[src/design/mfhp_pkg.sv]
`timescale 1ns / 1ps
`default_nettype none
// ----------------------------------------------------------------------------
// mfhp_pkg
// Beat types, address mode codes and header size constants for the
// 802.15.4 MAC frame header parser.
// ----------------------------------------------------------------------------
package mfhp_pkg;

  // byte counter and header length widths
  localparam int unsigned PosW  = 7;
  localparam int unsigned HlenW = 5;

  // header sizes in bytes
  localparam logic [HlenW-1:0] HdrBaseBytes = HlenW'(3);   // fcf + sequence number
  localparam logic [HlenW-1:0] ShortNoPan   = HlenW'(2);
  localparam logic [HlenW-1:0] ShortWithPan = HlenW'(4);
  localparam logic [HlenW-1:0] LongNoPan    = HlenW'(8);
  localparam logic [HlenW-1:0] LongWithPan  = HlenW'(8 + 2);
  localparam logic [HlenW-1:0] FcsBytes     = HlenW'(2);
  localparam logic [7:0]       ByteMask     = 8'hff;

  // address modes from the frame control field
  typedef enum logic [1:0] {
    AddrNone  = 2'd0,
    AddrRsvd  = 2'd1,
    AddrShort = 2'd2,
    AddrLong  = 2'd3
  } addr_mode_e;

  // input beat: one frame byte
  typedef struct packed {
    logic [7:0] data_byte;
    logic       last_byte;
  } in_beat_t;

  // output beat: one parsed header per frame
  typedef struct packed {
    logic [15:0]      frame_control;
    logic [2:0]       frame_type;
    logic [7:0]       sequence_number;
    logic [15:0]      dest_pan;
    logic [15:0]      dest_short_addr;
    logic [15:0]      source_pan;
    logic [15:0]      source_short_addr;
    logic [HlenW-1:0] header_length;
    logic [PosW-1:0]  payload_length;
    logic [PosW-1:0]  frame_length;
    logic             short_frame;
  } out_beat_t;

  // destination address field size
  function automatic logic [HlenW-1:0] dst_bytes(input addr_mode_e mode);
    logic [HlenW-1:0] n;
    case (mode)
      AddrShort: n = ShortWithPan;
      AddrLong:  n = LongWithPan;
      default:   n = '0;
    endcase
    return n;
  endfunction

  // source address field size, pan id dropped when intra-pan
  function automatic logic [HlenW-1:0] src_bytes(input addr_mode_e mode, input logic intra);
    logic [HlenW-1:0] n;
    case (mode)
      AddrShort: n = intra ? ShortNoPan : ShortWithPan;
      AddrLong:  n = intra ? LongNoPan : LongWithPan;
      default:   n = '0;
    endcase
    return n;
  endfunction

endpackage : mfhp_pkg
`default_nettype wire

[src/design/mac_frame_header_parser_unit.sv]
`timescale 1ns / 1ps
`default_nettype none
// ----------------------------------------------------------------------------
// mac_frame_header_parser_unit
// Parses the MAC header of a received 802.15.4 frame, one byte per beat.
//
// Input channel (in_valid_i / in_stall_o / in_beat_i) carries frame bytes from
// the frame control field through the FCS, last_byte set on the final byte.
// Output channel (out_valid_o / out_stall_i / out_beat_o) carries one beat per
// frame with the decoded header fields and the header, payload and frame
// lengths. Short addresses and PAN ids are captured, long ones skipped, and
// absent fields read zero.
// Each byte is absorbed in the cycle it is accepted; the result beat appears
// in the output register in the cycle after the last byte is accepted. One
// byte is taken every cycle unless a held result beat stalls the input, back
// to back across frames, set by the single byte capture stage feeding the
// output register. A pending result beat held by out_stall_i stalls the
// input; the payload in the output register holds while stalled.
// Reset clears the byte counter, captured fields and the output valid.
// Bytes past MAX_FRAME_BYTES are dropped and the frame length saturates.
// ----------------------------------------------------------------------------
module mac_frame_header_parser_unit
  import mfhp_pkg::*;
#(
  parameter int unsigned MAX_FRAME_BYTES = 127
) (
  input  wire logic      clk_i,
  input  wire logic      rst_ni,
  input  wire logic      in_valid_i,
  output logic           in_stall_o,
  input  wire in_beat_t  in_beat_i,
  output logic           out_valid_o,
  input  wire logic      out_stall_i,
  output out_beat_t      out_beat_o
);

  localparam logic [PosW-1:0] MaxPos = PosW'(MAX_FRAME_BYTES);

  // frame state
  logic [PosW-1:0] pos_q, pos_d;
  logic [15:0]     fcf_q, fcf_d;
  logic [7:0]      seq_q, seq_d;
  logic [15:0]     dpan_q, dpan_d;
  logic [15:0]     daddr_q, daddr_d;
  logic [15:0]     span_q, span_d;
  logic [15:0]     saddr_q, saddr_d;

  logic            out_valid_q;
  out_beat_t       out_q, out_d;
  logic            in_acc;

  // modes during capture, from the complete fcf
  addr_mode_e      cap_dm, cap_sm;
  logic            cap_ip;
  logic [PosW-1:0] src_off, rel;

  // modes at the final byte, from the updated fcf
  addr_mode_e      fin_dm, fin_sm;
  logic            fin_ip;
  logic [HlenW-1:0] hlen;
  logic [PosW-1:0]  need;
  logic             shortf;
  logic [7:0]       b;

  // handshake
  assign in_stall_o  = out_valid_q & out_stall_i;
  assign in_acc      = in_valid_i & ~in_stall_o;
  assign out_valid_o = out_valid_q;
  assign out_beat_o  = out_q;
  assign b           = in_beat_i.data_byte & ByteMask;

  // byte capture
  always_comb begin
    cap_dm  = addr_mode_e'(fcf_q[11:10]);
    cap_sm  = addr_mode_e'(fcf_q[15:14]);
    cap_ip  = fcf_q[6];
    src_off = PosW'(HdrBaseBytes + dst_bytes(cap_dm));
    rel     = pos_q - src_off;

    pos_d   = pos_q;
    fcf_d   = fcf_q;
    seq_d   = seq_q;
    dpan_d  = dpan_q;
    daddr_d = daddr_q;
    span_d  = span_q;
    saddr_d = saddr_q;

    if (pos_q < MaxPos) begin
      pos_d = pos_q + PosW'(1);
      if (pos_q == PosW'(0)) begin
        fcf_d = {8'h00, b};
      end else if (pos_q == PosW'(1)) begin
        fcf_d[15:8] = b;
      end else if (pos_q == PosW'(2)) begin
        seq_d = b;
      end else begin
        // destination pan and short address
        if (cap_dm == AddrShort) begin
          if (pos_q == PosW'(3)) dpan_d[7:0]   = b;
          if (pos_q == PosW'(4)) dpan_d[15:8]  = b;
          if (pos_q == PosW'(5)) daddr_d[7:0]  = b;
          if (pos_q == PosW'(6)) daddr_d[15:8] = b;
        end
        // source pan and short address, pan omitted when intra-pan
        if (cap_sm == AddrShort && pos_q >= src_off) begin
          if (!cap_ip) begin
            if (rel == PosW'(0)) span_d[7:0]   = b;
            if (rel == PosW'(1)) span_d[15:8]  = b;
            if (rel == PosW'(2)) saddr_d[7:0]  = b;
            if (rel == PosW'(3)) saddr_d[15:8] = b;
          end else begin
            if (rel == PosW'(0)) saddr_d[7:0]  = b;
            if (rel == PosW'(1)) saddr_d[15:8] = b;
          end
        end
      end
    end
  end

  // result for the final byte
  always_comb begin
    fin_dm = addr_mode_e'(fcf_d[11:10]);
    fin_sm = addr_mode_e'(fcf_d[15:14]);
    fin_ip = fcf_d[6];
    hlen   = HdrBaseBytes + dst_bytes(fin_dm) + src_bytes(fin_sm, fin_ip);
    need   = PosW'(hlen) + PosW'(FcsBytes);
    shortf = pos_d < need;

    out_d.frame_control     = fcf_d;
    out_d.frame_type        = fcf_d[2:0];
    out_d.sequence_number   = seq_d;
    out_d.dest_pan          = (fin_dm == AddrShort) ? dpan_d : 16'h0000;
    out_d.dest_short_addr   = (fin_dm == AddrShort) ? daddr_d : 16'h0000;
    if (fin_sm == AddrShort) begin
      out_d.source_pan = fin_ip ? out_d.dest_pan : span_d;
    end else begin
      out_d.source_pan = 16'h0000;
    end
    out_d.source_short_addr = (fin_sm == AddrShort) ? saddr_d : 16'h0000;
    out_d.header_length     = hlen;
    out_d.payload_length    = shortf ? '0 : pos_d - need;
    out_d.frame_length      = pos_d;
    out_d.short_frame       = shortf;
  end

  // frame state, cleared after each final byte
  always_ff @(posedge clk_i or negedge rst_ni) begin
    if (!rst_ni) begin
      pos_q   <= '0;
      fcf_q   <= '0;
      seq_q   <= '0;
      dpan_q  <= '0;
      daddr_q <= '0;
      span_q  <= '0;
      saddr_q <= '0;
    end else if (in_acc) begin
      if (in_beat_i.last_byte) begin
        pos_q   <= '0;
        fcf_q   <= '0;
        seq_q   <= '0;
        dpan_q  <= '0;
        daddr_q <= '0;
        span_q  <= '0;
        saddr_q <= '0;
      end else begin
        pos_q   <= pos_d;
        fcf_q   <= fcf_d;
        seq_q   <= seq_d;
        dpan_q  <= dpan_d;
        daddr_q <= daddr_d;
        span_q  <= span_d;
        saddr_q <= saddr_d;
      end
    end
  end

  // output register valid
  always_ff @(posedge clk_i or negedge rst_ni) begin
    if (!rst_ni) begin
      out_valid_q <= 1'b0;
    end else if (in_acc && in_beat_i.last_byte) begin
      out_valid_q <= 1'b1;
    end else if (!out_stall_i) begin
      out_valid_q <= 1'b0;
    end
  end

  // output register payload
  always_ff @(posedge clk_i) begin
    if (in_acc && in_beat_i.last_byte) begin
      out_q <= out_d;
    end
  end

endmodule : mac_frame_header_parser_unit
`default_nettype wire

[config.mk]
export PLATFORM = sky130hd
export DESIGN_NAME = mac_frame_header_parser_unit
export DESIGN_NICKNAME = d
export VERILOG_FILES = /design/src/design/mfhp_pkg.sv /design/src/design/mac_frame_header_parser_unit.sv
export SDC_FILE = /design/constraint.sdc
export NUM_CORES = 1
export LEC_CHECK = 0
export ABC_AREA = 0
export BUFFER_PORTS_ARGS = -buffer_cell sky130_fd_sc_hd__clkbuf_2
export CORE_MARGIN = 2
export CORE_UTILIZATION = 50
export CTS_CLUSTER_SIZE = 14
export DETAILED_ROUTE_END_ITERATION = 12
export PLACE_DENSITY = 0.7
export SYNTH_ARGS = -nofsm -noshare
export SYNTH_HDL_FRONTEND = slang
export SYNTH_SLANG_ARGS = --single-unit
[constraint.sdc]
create_clock -name clk_i -period 11 [get_ports clk_i]
set_input_delay 2.2 -clock clk_i [delete_from_list [all_inputs] [get_ports clk_i]]
set_output_delay 2.2 -clock clk_i [all_outputs]
set_load 0.005 [all_outputs]
* After elaboration in Yosys (flattened, before gate mapping)
Index checks and enable logic that the tools add are counted.
Cells by class: order comparisons 3, muxes and demuxes 57, reduce and logical (&&, ||, !) cells 4, equal/unequal tests 17, bitwise logic cells 3, $add $sub $neg 7
Operators by type and width (number):
- $mux W16 | 30
- $mux W8 | 18
- $eq A7 B2 Y1 const B | 4
- $pmux W4 S2 | 3
- $eq A7 B3 Y1 const B | 3
- $eq A2 B2 Y1 const B | 7
- $eq A7 B1 Y1 const B | 2
- $logic_not A7 Y1 | 2
- $mux W7 | 2
- $sub A7 B6 Y7 | 2
- $add A7 B1 Y7 const B | 1
- $ge A7 B6 Y1 | 1
- $lt A7 B6 Y1 | 1
- $lt A7 B7 Y1 const B | 1
- $add A2 B5 Y6 const A | 1
- $add A5 B2 Y6 const B | 1
- $add A2 B5 Y5 const A | 1
- $add A5 B5 Y5 | 1
- $mux W3 | 1
- $and A1 B1 Y1 | 2
- $logic_and A1 B1 Y1 | 2
- $mux W1 | 2
- $mux W2 | 1
- $ne A2 B1 Y1 const B | 1
- $not A1 Y1 | 1
Storage, ports and cells: output and inout bits 113, bits of input ports 13, logic and storage cells 110, bits in registers 207

* Logic depth before layout (Yosys ltp)
depth after elaboration 13, gate-level depth with buffers 23, gate-level depth less buffers 19

* Worst setup path after synthesis
OpenSTA, ideal clock, no wires.
kind in2reg, from in in_beat_i[8] (netlist name), to reg out_q (netlist bit out_beat_o[12]), data pin, stages on the path 18, arrival 5.585 ns, buffers on the path 3, slack 5.145 ns, required time 10.729 ns, library setup time 0.271 ns, cell sequence clkbuf_1 nor3b_2 o21ai_2 or2_1 buf_6 buf_6 inv_1 ha_1 ha_1 ha_1 inv_1 ha_1 a21o_1 a31o_2 a21oi_1 o21bai_1 a21boi_1 nor3_1
RTL lines:
- start: declaration | line mac_frame_header_parser_unit.sv:31 | input wire in_beat_t in_beat_i,
- end signal: assignment | line mac_frame_header_parser_unit.sv:191 | out_q <= out_d;
- end: declaration | line mac_frame_header_parser_unit.sv:49 | out_beat_t out_q, out_d;

==> results <==
- The run finished with clean final reports.
- The synthesized design spends more area on one cell type than any other, namely sky130_fd_sc_hd__edfxtp_1.
- The required time at the worst-slack endpoint is 11.22 ns.
- Leaving out fill and tap cells, the most frequent cells in the layout are 129 x sky130_fd_sc_hd__nand2_1, 123 x sky130_fd_sc_hd__clkbuf_2, 107 x sky130_fd_sc_hd__edfxtp_1.
- The clock-pin slew on the worst setup and hold paths is 0.06 ns.
- The fraction of synthesis flops using an asynchronous set or reset pin is a little under half.
- The share of cells above drive strength 1 is between 20% and 30%.
- The worst pin sits at a relative slew slack of a little over a third.
- The worst-case clock buffer depth is 3.
- The number of global-route vias before repair is between 6000 and 7000.
- The final setup TNS is 0 ns.
- The flop and latch count out of synthesis is about 200.
- The minimum setup slack among reg-to-reg paths is around 4.8 ns.
- The final-report setup violation count is 0.
- At the pin with the least slew margin, the transition time is about 0.95 ns.
- The number of hold violations in the final report is 0.
- In this run the critical register-to-register path is launched from pos_q[6].
- The first global-routing pass estimated 35.1 mm of wire.
- The worst-case clock skew is roughly 0.015 ns.
- The first detailed-routing pass took 5 iterations.
- The final worst-path cycle share is 60.7%.
- Setup repair after global routing left no endpoint under its margin.
- Across the VDD grid, the largest voltage drop is 128 µV.
- The category of the worst setup path launch point is an input port.
- For this block, the initial DRC count from the detailed router was 539.
- Along the worst path, the maximum fanout reaches 19.
- The mean instance size in the synthesized netlist is roughly 11 µm².
- Max-cap violations in this run came to 0.
- 126 I/O pins were placed.
- For this run, the register share of the synthesized area comes to just under 60%.
- The number of antenna violations at the first check in global routing is 0.
- The clock latency of the later-clocked register in the worst-skew pair is 0.50 ns.
- From bottom edge to top edge, the die measures between 100 and 150 µm.
- The number of cells on the worst reg-to-reg path is 18.
- The count of nets after finishing is roughly 960.
- The area of the core is 18600 µm².
- The number of pins with negative max-slew slack in the final report is 0.
- The sum of internal, switching and leakage power is 0.00211 W.
- The number of synthesis warnings is 0.
- TritonCTS built the clock tree.
- The class of the worst hold path is reg2reg.
- The leakage dissipation is 4.64 nW.
- For the worst setup path, the data arrival time is approximately 7 ns.
- The distinct cell type count of the synthesized netlist is 65.
- The number of gates resized after CTS was 0.
- The total area of sequential cells is 5620 µm².
- The critical path in this run is classified as in2reg.
- Power spread over the standard cell area amounts to approximately 190 nW/µm².
- The number of nets in the synthesized netlist is a little under 900.
- The deepest level of the CTS H-tree is 1.
- In this run, synthesis inferred between 100 and 150 flip-flops with an integrated enable.
- Entering global routing, the biggest net connects 73 pins.
- After synthesis, the cell types taking the most area are sky130_fd_sc_hd__edfxtp_1 34%, sky130_fd_sc_hd__dfrtp_1 25%, sky130_fd_sc_hd__mux2i_1 5.3%, sky130_fd_sc_hd__nand2_1 5.1%, sky130_fd_sc_hd__o21ai_0 3.4%.
- The total inserted antenna cells is 0.
- Counting every sink on the clock net gives just over 200.
- Tracing the worst setup path back leads to its startpoint at in_beat_i[8].
- For the finished layout, the period the worst path requires is 6.67 ns.
- Counting the buffers created by CTS gives 22.
- The worst register-to-register path ends at out_beat_o[12].
- Timing would allow up to around 150 MHz.
- The top-area cell type share of the netlist area is around a third.
- The most common library cell in the layout ignoring fill and taps is sky130_fd_sc_hd__nand2_1.
- Among all flip-flop cells after synthesis, the most frequent one is sky130_fd_sc_hd__edfxtp_1.
- In this run the horizontal extent of the chip is between 100 and 150 µm.
- At the end of the flow the core is filled with cells to about 59%.
- The total overflow reported by the global router is 0.
- Global routing used 22.1% of the available tracks.
- The root buffer selected by CTS is sky130_fd_sc_hd__clkbuf_16.
- The hold-fix buffer count after cts is 0.
- The final routed wirelength across all metal layers is 22.4 mm.
- In this run the cell area of the synthesized design comes to around 9500 µm².
- The routability-driven placement congestion ratio is ~0.84.
- The capturing element of the worst setup path is out_beat_o[12].
- The floorplan has 50 rows.
- The half-perimeter wire length of the detailed placement result is ~14 mm.
- The layout has approximately 1500 filler cells.
- In the routed layout, each cell is associated on average with a via count of ~5.7.
- The die footprint is roughly 20000 µm².
- The DRC violations left is 0.
- The starting density of the core is approximately half.
- The post-CTS setup repair buffer count is 0.
- The count of antenna-violating nets left after detailed routing is 0.
- The average routed wire per standard cell is 19.0 µm.
- The area used by multi-input combinational logic is roughly 3600 µm².
- Relative to the synthesized area, the layout overhead comes to 15.8%.
- The endpoint kind of the worst setup timing path is a flip-flop.
- The routed layout has 6758 vias.
- In this run the most critical hold path is launched from span_q[14].
- Synthesis produced roughly 830 cells.
- The port buffer count is approximately 120.
## layout make-up
| type | instances | share of cell area, % |
|---|---|---|
| Sequential cell | 203 | 51.1 |
| Multi-Input combinational cell | 555 | 32.4 |
| Timing Repair Buffer | 131 | 6.15 |
| Clock buffer | 30 | 5.75 |
| Tap cell | 234 | 2.66 |
| Clock inverter | 10 | 1.38 |
| Inverter | 17 | 0.581 |
## logic make-up (layout without fill, tap and decap cells)
logic type	Yosys count	in the layout	synth area share, %
xor gates and xnor gates	9	9	0.831
DFF	203	203	59.2
and+or+nand+nor	261	261	12.6
other	1	1	0.0395
AOI/OAI and AO/OA	205	205	14.8
buffers and inverters	74	188	3.47
muxes	58	58	6.22
adders and majority gates	21	21	2.93
## where the power goes
part	internal (W)	leakage (nW)	total, W	switching [W]
sequential	0.000905	2.31	0.000963	0.0000574
combinational	0.000148	1.94	0.000355	0.000207
clock	0.000496	0.386	0.000792	0.000295
total	0.00155	4.64	0.00211	0.000560
## worst max-delay path: stages
cell and delay (ns):
sky130_fd_sc_hd__clkbuf_2 0.28, sky130_fd_sc_hd__nor3b_2 0.27, sky130_fd_sc_hd__o21ai_2 0.55, sky130_fd_sc_hd__or2_1 0.82, sky130_fd_sc_hd__inv_1 0.13, sky130_fd_sc_hd__ha_1 0.31, sky130_fd_sc_hd__ha_1 0.33, sky130_fd_sc_hd__ha_1 0.28
sky130_fd_sc_hd__inv_1 0.04, sky130_fd_sc_hd__ha_1 0.34, sky130_fd_sc_hd__a21o_1 0.18, sky130_fd_sc_hd__a31o_2 0.23, sky130_fd_sc_hd__a21oi_1 0.25, sky130_fd_sc_hd__o21bai_1 0.14, sky130_fd_sc_hd__a21boi_1 0.42, sky130_fd_sc_hd__nor3_1 0.12
## registers in the layout (all words and copies together) (netlist names)
| signal | count |
|---|---|
| seq_q | 8 |
| fcf_q | 16 |
| out_valid_o | 1 |
| dpan_q | 16 |
| pos_q | 7 |
| saddr_q | 16 |
| daddr_q | 16 |
| out_beat_o | 107 |
| span_q | 16 |
## metal layers
| metal | global-route usage (%) | wire length [µm] | vias to the layer above |
|---|---|---|---|
| li1 | - | - | 3221 |
| met4 | 5.47 | 375 | 0 |
| met1 | 31.4 | 9900 | 3307 |
| met3 | 3.00 | 1220 | 26 |
| met5 | 0 | 0 | - |
| met2 | 36.2 | 10900 | 204 |
## synthesized netlist by cell type, types with 2 or more instances
cell type,instances
sky130_fd_sc_hd__nor2b_1,4
sky130_fd_sc_hd__mux2i_1,50
sky130_fd_sc_hd__nor3_1,7
sky130_fd_sc_hd__a21oi_1,33
sky130_fd_sc_hd__buf_2,11
sky130_fd_sc_hd__or3_1,2
sky130_fd_sc_hd__o21ai_0,65
sky130_fd_sc_hd__nor2_1,56
sky130_fd_sc_hd__xor2_1,3
sky130_fd_sc_hd__buf_4,6
sky130_fd_sc_hd__and4_1,2
sky130_fd_sc_hd__xnor2_1,6
sky130_fd_sc_hd__or2_2,3
sky130_fd_sc_hd__fa_1,2
sky130_fd_sc_hd__dfrtp_1,96
sky130_fd_sc_hd__edfxtp_1,107
sky130_fd_sc_hd__o21ai_2,2
sky130_fd_sc_hd__clkbuf_1,38
sky130_fd_sc_hd__o21ai_1,3
sky130_fd_sc_hd__buf_6,2
sky130_fd_sc_hd__ha_1,19
sky130_fd_sc_hd__o32ai_1,7
sky130_fd_sc_hd__a22o_1,21
sky130_fd_sc_hd__a21boi_0,5
sky130_fd_sc_hd__nand2_1,130
sky130_fd_sc_hd__o2bb2ai_1,15
sky130_fd_sc_hd__or4_1,2
sky130_fd_sc_hd__nand4_1,3
sky130_fd_sc_hd__and3_1,4
sky130_fd_sc_hd__o22ai_2,8
sky130_fd_sc_hd__nor3b_2,2
sky130_fd_sc_hd__a22oi_1,28
sky130_fd_sc_hd__a21o_1,2
sky130_fd_sc_hd__nand2b_1,11
sky130_fd_sc_hd__and2_1,11
sky130_fd_sc_hd__o21a_1,3
sky130_fd_sc_hd__inv_1,15
sky130_fd_sc_hd__nand3_1,13
sky130_fd_sc_hd__mux2_2,8
sky130_fd_sc_hd__or2_1,2
## worst min-delay path by stage
stage,to,cells after the start,slack [ns]
3_3_place_gp,span_q[12],2,0.46
2_1_floorplan,span_q[12],2,0.44
4_1_cts,span_q[14],2,0.48
6_report,span_q[14],2,0.48
5_1_grt,span_q[14],2,0.50
3_5_place_dp,span_q[14],2,0.46
## metrics by stage
stage,area [µm²],worst slack [ns],hold WS [ns],std cells
final,11000,4.33,0.478,1180
after global routing,11000,4.05,0.501,1180
after CTS,11000,4.30,0.478,1180
after detailed placement,10200,3.82,0.464,1140
after global placement,10200,4.04,0.455,1140
after floorplan,9490,5.14,0.442,832
Power figures use the tool's default switching activity.
